### config.mk
export PLATFORM = sky130hd
export DESIGN_NAME = yuyv_pixel_converter_crop_pad_unit
export DESIGN_NICKNAME = d
export VERILOG_FILES = /design/src/hw/rtl/ypcp_pkg.sv /design/src/hw/rtl/yuyv_pixel_converter_crop_pad_unit.sv /design/src/hw/rtl/ypcp_lane.sv /design/src/hw/rtl/ypcp_merge.sv
export SDC_FILE = /design/constraint.sdc
export NUM_CORES = 2
export LEC_CHECK = 0
export BUFFER_PORTS_ARGS = -buffer_cell sky130_fd_sc_hd__buf_4
export CAP_MARGIN = 30
export CORE_MARGIN = 2
export CORE_UTILIZATION = 45
export CTS_CLUSTER_SIZE = 30
export DETAILED_ROUTE_END_ITERATION = 8
export HOLD_SLACK_MARGIN = 0.08
export SYNTH_ARGS = -nofsm -noshare
export SYNTH_HDL_FRONTEND = slang
export SYNTH_HIERARCHICAL = 1
export SYNTH_SLANG_ARGS = --single-unit
### constraint.sdc
create_clock -name clk -period 10.1 [get_ports clk]
set_input_delay 2.525 -clock clk [delete_from_list [all_inputs] [get_ports clk]]
set_output_delay 2.525 -clock clk [all_outputs]
set_load 0.01 [all_outputs]
### src/hw/rtl/ypcp_pkg.sv
// Shared types, constants and the axis mapping function of the YUYV pair converter.
// No dependencies; every other RTL file of the block imports this package.
package ypcp_pkg;

    localparam int CFG_W   = 12;
    localparam int COORD_W = 12;
    localparam int LUMA_W  = 8;
    localparam int PIX_W   = 16;
    localparam int ADDR_W  = 23;
    localparam int PROD_W  = 2 * COORD_W;
    localparam int REG_W   = 3;

    // Register indexes, taken from paddr[4:2].
    typedef enum logic [REG_W-1:0] {
        REG_CAPTURE_WIDTH  = 3'd0,
        REG_CAPTURE_HEIGHT = 3'd1,
        REG_OUTPUT_WIDTH   = 3'd2,
        REG_OUTPUT_HEIGHT  = 3'd3,
        REG_OUTPUT_FORMAT  = 3'd4
    } reg_idx_t;

    typedef struct packed {
        logic               hit;
        logic [COORD_W-1:0] dst;
        logic               last;
    } axis_map_t;

    // Payload that travels from the multiply stage to the output register.
    typedef struct packed {
        logic [PROD_W-1:0]  addr_product;
        logic [COORD_W-1:0] dst_x;
        logic [LUMA_W-1:0]  luma_first;
        logic [LUMA_W-1:0]  luma_second;
        logic               last;
    } pair_stage_t;

    // Maps one capture coordinate onto the output axis. The axis is cropped when
    // the output is no larger than the capture, and padded otherwise; the offset
    // is half the difference, rounded down to even on the horizontal axis.
    function automatic axis_map_t map_axis(
        input logic [COORD_W-1:0] pos,
        input logic [1:0]         span,
        input logic [COORD_W-1:0] cap,
        input logic [COORD_W-1:0] out,
        input logic               even
    );
        logic [COORD_W:0] pos_end;
        logic [COORD_W:0] off;
        logic [COORD_W:0] d;
        logic [COORD_W:0] d_end;
        logic             ok;
        axis_map_t        r;
        pos_end = {1'b0, pos} + {{(COORD_W-1){1'b0}}, span};
        if (out <= cap) begin
            off = ({1'b0, cap} - {1'b0, out}) >> 1;
            if (even) begin
                off[0] = 1'b0;
            end
            ok = ({1'b0, pos} >= off);
            d  = {1'b0, pos} - off;
        end
        else begin
            off = ({1'b0, out} - {1'b0, cap}) >> 1;
            if (even) begin
                off[0] = 1'b0;
            end
            ok = 1'b1;
            d  = {1'b0, pos} + off;
        end
        d_end  = d + {{(COORD_W-1){1'b0}}, span};
        r.hit  = ok && (pos_end <= {1'b0, cap}) && (d_end <= {1'b0, out});
        r.dst  = d[COORD_W-1:0];
        r.last = (d_end == {1'b0, out}) || (pos_end == {1'b0, cap});
        return r;
    endfunction

endpackage

### src/hw/rtl/yuyv_pixel_converter_crop_pad_unit.sv
// YUYV pair converter with center crop or pad: an accepted pair passes through stage 1,
// stage 2 and the output register on its way to out_valid.
// Throughput is one pair per cycle. Input stalls only when the output side holds ready
// low and all three registers in the path are full: stage 1, stage 2 and the output register.
// Reset (rst_n low) clears the position counters and the pipeline valid flags at once and
// loads the register defaults: 640 x 480 capture and output, RGB565 format.
module yuyv_pixel_converter_crop_pad_unit
    import ypcp_pkg::*;
#(
    parameter int MAX_WIDTH  = 3840,
    parameter int MAX_HEIGHT = 2160
)
(
    input  logic              clk,
    input  logic              rst_n,
    // Configuration port
    input  logic              psel,
    input  logic              penable,
    input  logic              pwrite,
    input  logic [4:0]        paddr,
    input  logic [31:0]       pwdata,
    output logic [31:0]       prdata,
    output logic              pready,
    // Input channel: one YUYV quad per transfer
    input  logic              in_valid,
    output logic              in_ready,
    input  logic [LUMA_W-1:0] luma_first,
    input  logic [LUMA_W-1:0] chroma_u,
    input  logic [LUMA_W-1:0] luma_second,
    input  logic [LUMA_W-1:0] chroma_v,
    input  logic              frame_start,
    // Output channel: one destination pair per transfer
    output logic              out_valid,
    input  logic              out_ready,
    output logic [ADDR_W-1:0] pixel_address,
    output logic [PIX_W-1:0]  pixel_first,
    output logic [PIX_W-1:0]  pixel_second,
    output logic              frame_last
);

    // Sizes above the limits are taken as the limits. A limit beyond what the
    // 12-bit registers can hold never bites, so it is capped at the register range.
    localparam int          CFG_MAX      = (1 << CFG_W) - 1;
    localparam logic [11:0] WIDTH_LIMIT  = (MAX_WIDTH > CFG_MAX) ? 12'(CFG_MAX)
                                                                 : 12'(MAX_WIDTH);
    localparam logic [11:0] HEIGHT_LIMIT = (MAX_HEIGHT > CFG_MAX) ? 12'(CFG_MAX)
                                                                  : 12'(MAX_HEIGHT);
    localparam logic [11:0] ROW_MAX      = 12'(CFG_MAX);

    // ------------------------------------------------------------------
    // Configuration registers
    // ------------------------------------------------------------------
    logic [CFG_W-1:0] cap_width_reg, cap_height_reg;
    logic [CFG_W-1:0] out_width_reg, out_height_reg;
    logic             out_format_reg;
    logic             cfg_write;
    reg_idx_t         cfg_idx;

    assign pready    = 1'b1;
    assign cfg_idx   = reg_idx_t'(paddr[4:2]);
    assign cfg_write = psel && penable && pwrite && pready;

    always_ff @(posedge clk or negedge rst_n)
    begin
        if (!rst_n) begin
            cap_width_reg  <= 12'd640;
            cap_height_reg <= 12'd480;
            out_width_reg  <= 12'd640;
            out_height_reg <= 12'd480;
            out_format_reg <= 1'b0;
        end
        else if (cfg_write) begin
            unique case (cfg_idx)
                REG_CAPTURE_WIDTH:  cap_width_reg  <= pwdata[CFG_W-1:0];
                REG_CAPTURE_HEIGHT: cap_height_reg <= pwdata[CFG_W-1:0];
                REG_OUTPUT_WIDTH:   out_width_reg  <= pwdata[CFG_W-1:0];
                REG_OUTPUT_HEIGHT:  out_height_reg <= pwdata[CFG_W-1:0];
                REG_OUTPUT_FORMAT:  out_format_reg <= pwdata[0];
                default: ;
            endcase
        end
    end

    always_comb
    begin
        unique case (cfg_idx)
            REG_CAPTURE_WIDTH:  prdata = {20'd0, cap_width_reg};
            REG_CAPTURE_HEIGHT: prdata = {20'd0, cap_height_reg};
            REG_OUTPUT_WIDTH:   prdata = {20'd0, out_width_reg};
            REG_OUTPUT_HEIGHT:  prdata = {20'd0, out_height_reg};
            REG_OUTPUT_FORMAT:  prdata = {31'd0, out_format_reg};
            default:            prdata = 32'd0;
        endcase
    end

    // Effective sizes. Widths are counted in whole pairs, so bit 0 is dropped.
    logic [COORD_W-1:0] cw, ch, ow, oh;

    always_comb
    begin
        cw    = (cap_width_reg > WIDTH_LIMIT) ? WIDTH_LIMIT : cap_width_reg;
        cw[0] = 1'b0;
        ch    = (cap_height_reg > HEIGHT_LIMIT) ? HEIGHT_LIMIT : cap_height_reg;
        ow    = (out_width_reg > WIDTH_LIMIT) ? WIDTH_LIMIT : out_width_reg;
        ow[0] = 1'b0;
        oh    = (out_height_reg > HEIGHT_LIMIT) ? HEIGHT_LIMIT : out_height_reg;
    end

    // ------------------------------------------------------------------
    // Pipeline flow control. Each stage loads when it is empty or when its
    // content moves on in the same cycle, so a result waiting in the output
    // register does not stop the stages behind it from filling.
    // ------------------------------------------------------------------
    logic v1_reg, v2_reg;
    logic ld2, ld3, accept;

    assign ld3      = v2_reg && (!out_valid || out_ready);
    assign ld2      = v1_reg && (!v2_reg || ld3);
    assign in_ready = !v1_reg || ld2;
    assign accept   = in_valid && in_ready;

    // ------------------------------------------------------------------
    // Position tracking and mapping, resolved in the cycle of the transfer.
    // A frame_start pair is placed at the frame origin.
    // ------------------------------------------------------------------
    logic [COORD_W-2:0] col_reg, col_next, col_cur;
    logic [COORD_W-1:0] row_reg, row_next, row_cur;
    logic [COORD_W-1:0] col_inc;
    logic               row_wrap;
    axis_map_t          map_x, map_y;
    logic               hit;

    always_comb
    begin
        col_cur  = frame_start ? '0 : col_reg;
        row_cur  = frame_start ? '0 : row_reg;
        map_x    = map_axis({col_cur, 1'b0}, 2'd2, cw, ow, 1'b1);
        map_y    = map_axis(row_cur, 2'd1, ch, oh, 1'b0);
        hit      = map_x.hit && map_y.hit;
        col_inc  = {1'b0, col_cur} + 12'd1;
        // The row ends once the next pair would start at or past the capture width.
        row_wrap = ({col_inc, 1'b0} >= {1'b0, cw});
        col_next = row_wrap ? '0 : col_inc[COORD_W-2:0];
        if (row_wrap && (row_cur != ROW_MAX)) begin
            row_next = row_cur + 12'd1;
        end
        else begin
            row_next = row_cur;
        end
    end

    always_ff @(posedge clk or negedge rst_n)
    begin
        if (!rst_n) begin
            col_reg <= '0;
            row_reg <= '0;
            v1_reg  <= 1'b0;
            v2_reg  <= 1'b0;
        end
        else begin
            if (accept) begin
                col_reg <= col_next;
                row_reg <= row_next;
            end
            // Pairs that land outside the output frame never occupy a stage.
            if (accept) begin
                v1_reg <= hit;
            end
            else if (ld2) begin
                v1_reg <= 1'b0;
            end
            if (ld2) begin
                v2_reg <= 1'b1;
            end
            else if (ld3) begin
                v2_reg <= 1'b0;
            end
        end
    end

    // Stage 1 payload: destination coordinates and the raw samples.
    logic [COORD_W-1:0] s1_dx_reg, s1_dy_reg;
    logic               s1_last_reg;
    logic [LUMA_W-1:0]  s1_y0_reg, s1_y1_reg, s1_u_reg, s1_v_reg;

    always_ff @(posedge clk)
    begin
        if (accept) begin
            s1_dx_reg   <= map_x.dst;
            s1_dy_reg   <= map_y.dst;
            s1_last_reg <= map_x.last && map_y.last;
            s1_y0_reg   <= luma_first;
            s1_y1_reg   <= luma_second;
            s1_u_reg    <= chroma_u;
            s1_v_reg    <= chroma_v;
        end
    end

    // ------------------------------------------------------------------
    // Stage 2: row times output width, alongside the lane multipliers.
    // ------------------------------------------------------------------
    pair_stage_t s2_next, s2_reg;

    always_comb
    begin
        s2_next.addr_product = {{COORD_W{1'b0}}, s1_dy_reg} * {{COORD_W{1'b0}}, ow};
        s2_next.dst_x        = s1_dx_reg;
        s2_next.luma_first   = s1_y0_reg;
        s2_next.luma_second  = s1_y1_reg;
        s2_next.last         = s1_last_reg;
    end

    always_ff @(posedge clk)
    begin
        if (ld2) begin
            s2_reg <= s2_next;
        end
    end

    logic [PIX_W-1:0] rgb_first, rgb_second;

    ypcp_lane u_lane_first (
        .clk      (clk),
        .load     (ld2),
        .luma     (s1_y0_reg),
        .chroma_u (s1_u_reg),
        .chroma_v (s1_v_reg),
        .rgb      (rgb_first)
    );

    ypcp_lane u_lane_second (
        .clk      (clk),
        .load     (ld2),
        .luma     (s1_y1_reg),
        .chroma_u (s1_u_reg),
        .chroma_v (s1_v_reg),
        .rgb      (rgb_second)
    );

    // ------------------------------------------------------------------
    // Stage 3: format select, address add and the output register.
    // ------------------------------------------------------------------
    ypcp_merge u_merge (
        .clk           (clk),
        .rst_n         (rst_n),
        .load          (ld3),
        .gray          (out_format_reg),
        .stage         (s2_reg),
        .rgb_first     (rgb_first),
        .rgb_second    (rgb_second),
        .out_ready     (out_ready),
        .out_valid     (out_valid),
        .pixel_address (pixel_address),
        .pixel_first   (pixel_first),
        .pixel_second  (pixel_second),
        .frame_last    (frame_last)
    );

endmodule

### src/hw/rtl/ypcp_lane.sv
// One color conversion lane: BT.601 integer YUV to RGB565 with clamping.
// Depends on ypcp_pkg; two copies run side by side, one for each pixel of a pair.
module ypcp_lane
    import ypcp_pkg::*;
(
    input  logic              clk,
    input  logic              load,
    input  logic [LUMA_W-1:0] luma,
    input  logic [LUMA_W-1:0] chroma_u,
    input  logic [LUMA_W-1:0] chroma_v,
    output logic [PIX_W-1:0]  rgb
);

    logic signed [8:0]  c;
    logic signed [8:0]  d;
    logic signed [8:0]  e;
    logic signed [17:0] yc_next, re_next, gd_next, ge_next, bd_next;
    logic signed [17:0] yc_reg, re_reg, gd_reg, ge_reg, bd_reg;
    logic signed [19:0] r_sum, g_sum, b_sum;
    logic [7:0]         r_ch, g_ch, b_ch;

    // Negative sums clamp to zero; sums at or above 256 * 256 clamp to full scale.
    function automatic logic [7:0] clamp_channel(input logic signed [19:0] t);
        logic [7:0] res;
        if (t[19]) begin
            res = 8'd0;
        end
        else if (|t[18:16]) begin
            res = 8'd255;
        end
        else begin
            res = t[15:8];
        end
        return res;
    endfunction

    always_comb
    begin
        c       = $signed({1'b0, luma}) - 9'sd16;
        d       = $signed({1'b0, chroma_u}) - 9'sd128;
        e       = $signed({1'b0, chroma_v}) - 9'sd128;
        yc_next = 18'sd298 * 18'(c);
        re_next = 18'sd409 * 18'(e);
        gd_next = 18'sd100 * 18'(d);
        ge_next = 18'sd208 * 18'(e);
        bd_next = 18'sd516 * 18'(d);
    end

    always_ff @(posedge clk)
    begin
        if (load) begin
            yc_reg <= yc_next;
            re_reg <= re_next;
            gd_reg <= gd_next;
            ge_reg <= ge_next;
            bd_reg <= bd_next;
        end
    end

    always_comb
    begin
        r_sum = 20'(yc_reg) + 20'(re_reg) + 20'sd128;
        g_sum = 20'(yc_reg) - 20'(gd_reg) - 20'(ge_reg) + 20'sd128;
        b_sum = 20'(yc_reg) + 20'(bd_reg) + 20'sd128;
        r_ch  = clamp_channel(r_sum);
        g_ch  = clamp_channel(g_sum);
        b_ch  = clamp_channel(b_sum);
        rgb   = {r_ch[7:3], g_ch[7:2], b_ch[7:3]};
    end

endmodule

### src/hw/rtl/ypcp_merge.sv
// Output stage: merges the two lane results, the address and the frame flag.
// Depends on ypcp_pkg; holds the output register that faces the downstream side.
module ypcp_merge
    import ypcp_pkg::*;
(
    input  logic              clk,
    input  logic              rst_n,
    input  logic              load,
    input  logic              gray,
    input  pair_stage_t       stage,
    input  logic [PIX_W-1:0]  rgb_first,
    input  logic [PIX_W-1:0]  rgb_second,
    input  logic              out_ready,
    output logic              out_valid,
    output logic [ADDR_W-1:0] pixel_address,
    output logic [PIX_W-1:0]  pixel_first,
    output logic [PIX_W-1:0]  pixel_second,
    output logic              frame_last
);

    logic              valid_reg;
    logic [ADDR_W-1:0] addr_next, addr_reg;
    logic [PIX_W-1:0]  first_next, first_reg;
    logic [PIX_W-1:0]  second_next, second_reg;
    logic              last_reg;

    always_comb
    begin
        addr_next = stage.addr_product[ADDR_W-1:0]
                  + {{(ADDR_W-COORD_W){1'b0}}, stage.dst_x};
        if (gray) begin
            first_next  = {{(PIX_W-LUMA_W){1'b0}}, stage.luma_first};
            second_next = {{(PIX_W-LUMA_W){1'b0}}, stage.luma_second};
        end
        else begin
            first_next  = rgb_first;
            second_next = rgb_second;
        end
    end

    always_ff @(posedge clk or negedge rst_n)
    begin
        if (!rst_n) begin
            valid_reg <= 1'b0;
        end
        else if (load) begin
            valid_reg <= 1'b1;
        end
        else if (out_ready) begin
            valid_reg <= 1'b0;
        end
    end

    always_ff @(posedge clk)
    begin
        if (load) begin
            addr_reg   <= addr_next;
            first_reg  <= first_next;
            second_reg <= second_next;
            last_reg   <= stage.last;
        end
    end

    assign out_valid     = valid_reg;
    assign pixel_address = addr_reg;
    assign pixel_first   = first_reg;
    assign pixel_second  = second_reg;
    assign frame_last    = last_reg;

endmodule

==> run summary <==
Status -> complete, no violations
Setup ws final -> 2.07 ns
Sink Count -> 387
Part of the power in registers -> 19.2%
Global route overflow -> 0
DRC -> 0
Initial core utilization -> 45.5%
Hold depth -> 0
Clock buffer depth -> 3
Least-Margin Pin Slew -> 1.07 ns
Post-Layout Inst Area -> 43400 um2
Initial antenna violation count -> 0
1st-iter DRT viols -> 1386
Placed Area -> 41700 um2
Final ANT Viol Nets -> 0
Port bufs -> 124
Startpoint types -> register
H-tree level count -> 2
Wire per inst -> 17.9 um
Num CTS Buffers -> 48
RD Place Congestion -> 0.888
Setup Skew -> 0.0324 ns
Row count -> 108
Slew Viols, Final -> 0
Switching Share -> 45.2%
Mean post-synth cell area -> 10.2 um2
Post-CTS setup buffers -> 0
Top Ports -> 168
Root buffer cell -> clkbuf_16
DP HPWL -> 73000 um
Switching pwr -> 5.89 mW
Reg2Reg Setup Slack -> 2.07 ns
Inserted Diodes -> 0
Wirelength, routed -> 92700 um
DP Worst Slack -> 1.86 ns
DIE HEIGHT -> 301 um
Data required, critical path -> 10.64 ns
Die W -> 301 um
Total global routing track utilization -> 20.7%
PwrDens -> 301 nW/um2
TritonRoute pass-1 iters -> 6
Max VDD drop -> 632 uV
Worst hold slack -> 0.413 ns
Total number of vias -> 27900
Final setup violation count -> 0
Final Hold Vio Count -> 0
Skew-Pair Late Insertion Delay -> 0.62 ns
Hold Buf Count CTS -> 0
Fillers -> 8128
Cells on worst reg2reg path -> 30
Comb pwr share -> 67.0%
Ratio of final minimum period to clock period -> 79.5%
Global-route wire length before repair -> 149000 um
Largest net degree at the start of global routing -> 166
Nets -> 4989
Synth warn -> 6
Vias in the first global route -> 27700
Vias per inst -> 5.39
Slowest stage cell, crit path -> dfrtp_1
Hold Path Class -> reg2reg
Crit path max fanout -> 28
Pint -> 7.15 mW
CP Capture Type -> register
Most used cell, CP -> o21ai_0
Max-slew headroom -> 28.6%
Static leakage -> 20.7 nW
P&R area growth vs syn -> 9.53%
CTS tree -> built
CP Data Arrival Time -> 8.57 ns
Post_cts resized -> 0
Synth Instances -> 3879
RSZ-0062 raised after global routing -> false
Kind of critical path -> reg2reg
Mapped Area -> 39600 um2
Clock Pin Slew Worst Setup and Hold Paths -> 0.06 ns
Final min period -> 8.03 ns
Clock power share -> 13.9%
MaxCap Viol Count -> 0
Max FFs per register -> 50
Largest stage delay on the critical path -> 0.78 ns
Highest Clock Rate -> 0.125 GHz
Setup TNS -> 0 ns
Fraction of layout cells with a size suffix above 1 -> 9.41%
Core area -> 87000 um2
Die area -> 90400 um2
[critical path, delay by kind of cell, from the launching register on]
kind                       cells  cell delay (ns)
xor gates and xnor gates       2             0.32
AOI/OAI and AO/OA             10             2.14
buffers and inverters          2             0.66
adders and majority gates      3             0.87
DFF                            1             0.78
and+or+nand+nor               13             3.18
[worst paths after layout]
path / end / start
max: v1_reg / out_width_reg[10]
min: s2_reg[22] / s1_dx_reg[5]
max in group asynchronous: out_format_reg / rst_n
min in group asynchronous: row_reg[3] / rst_n
min reg2reg: s2_reg[22] / s1_dx_reg[5]
max reg2reg: v1_reg / out_width_reg[10]
[cells in the final DEF (no fill, tap or decap), types with 67 or more instances in the layout]
cell type and count:
xor2_1 99, xnor2_1 157, o21ai_0 120, and3_1 67, inv_1 528, a21oi_1 197, fa_1 203, nand2_1 267
edfxtp_1 312, buf_4 135, a21o_1 82, mux2_2 68, nor2b_1 78, ha_1 731, nor2_1 139
[power groups by stage]
stage	Combinational, mW	Clock, mW	Sequential, mW
floorplan	6.91	0	2.35
global placement	8.69	0	2.54
detailed placement	8.75	0	2.53
CTS	8.85	1.86	2.50
global route	10.0	1.93	2.51
finish	8.74	1.81	2.50
[layout make-up]
type,count,area [um2],share of cell area [%]
multi-input combinational,2874,25900,59.8
inverter,529,1990,4.58
timing repair buffer,138,1090,2.51
clock inverter,33,394,0.909
tap,1155,1450,3.33
clock buffer,56,1270,2.93
sequential,387,11300,26.0
[layer usage]
layer	global-route usage [%]	wire [um]
met2	34.8	43900
met5	0	0
met3	2.05	3300
met4	6.42	2830
met1	28.2	42700
[per-stage QoR]
stage                     power, mW  cells  utilization (%)
final                          13.0   5172             49.8
after global routing           14.5   5172             49.8
after CTS                      13.2   5171             49.8
after detailed placement       11.3   5082             47.9
after global placement         11.2   5081             47.9
after floorplan                9.25   3900                -
Note: power is estimated with default switching activity, not from simulation.
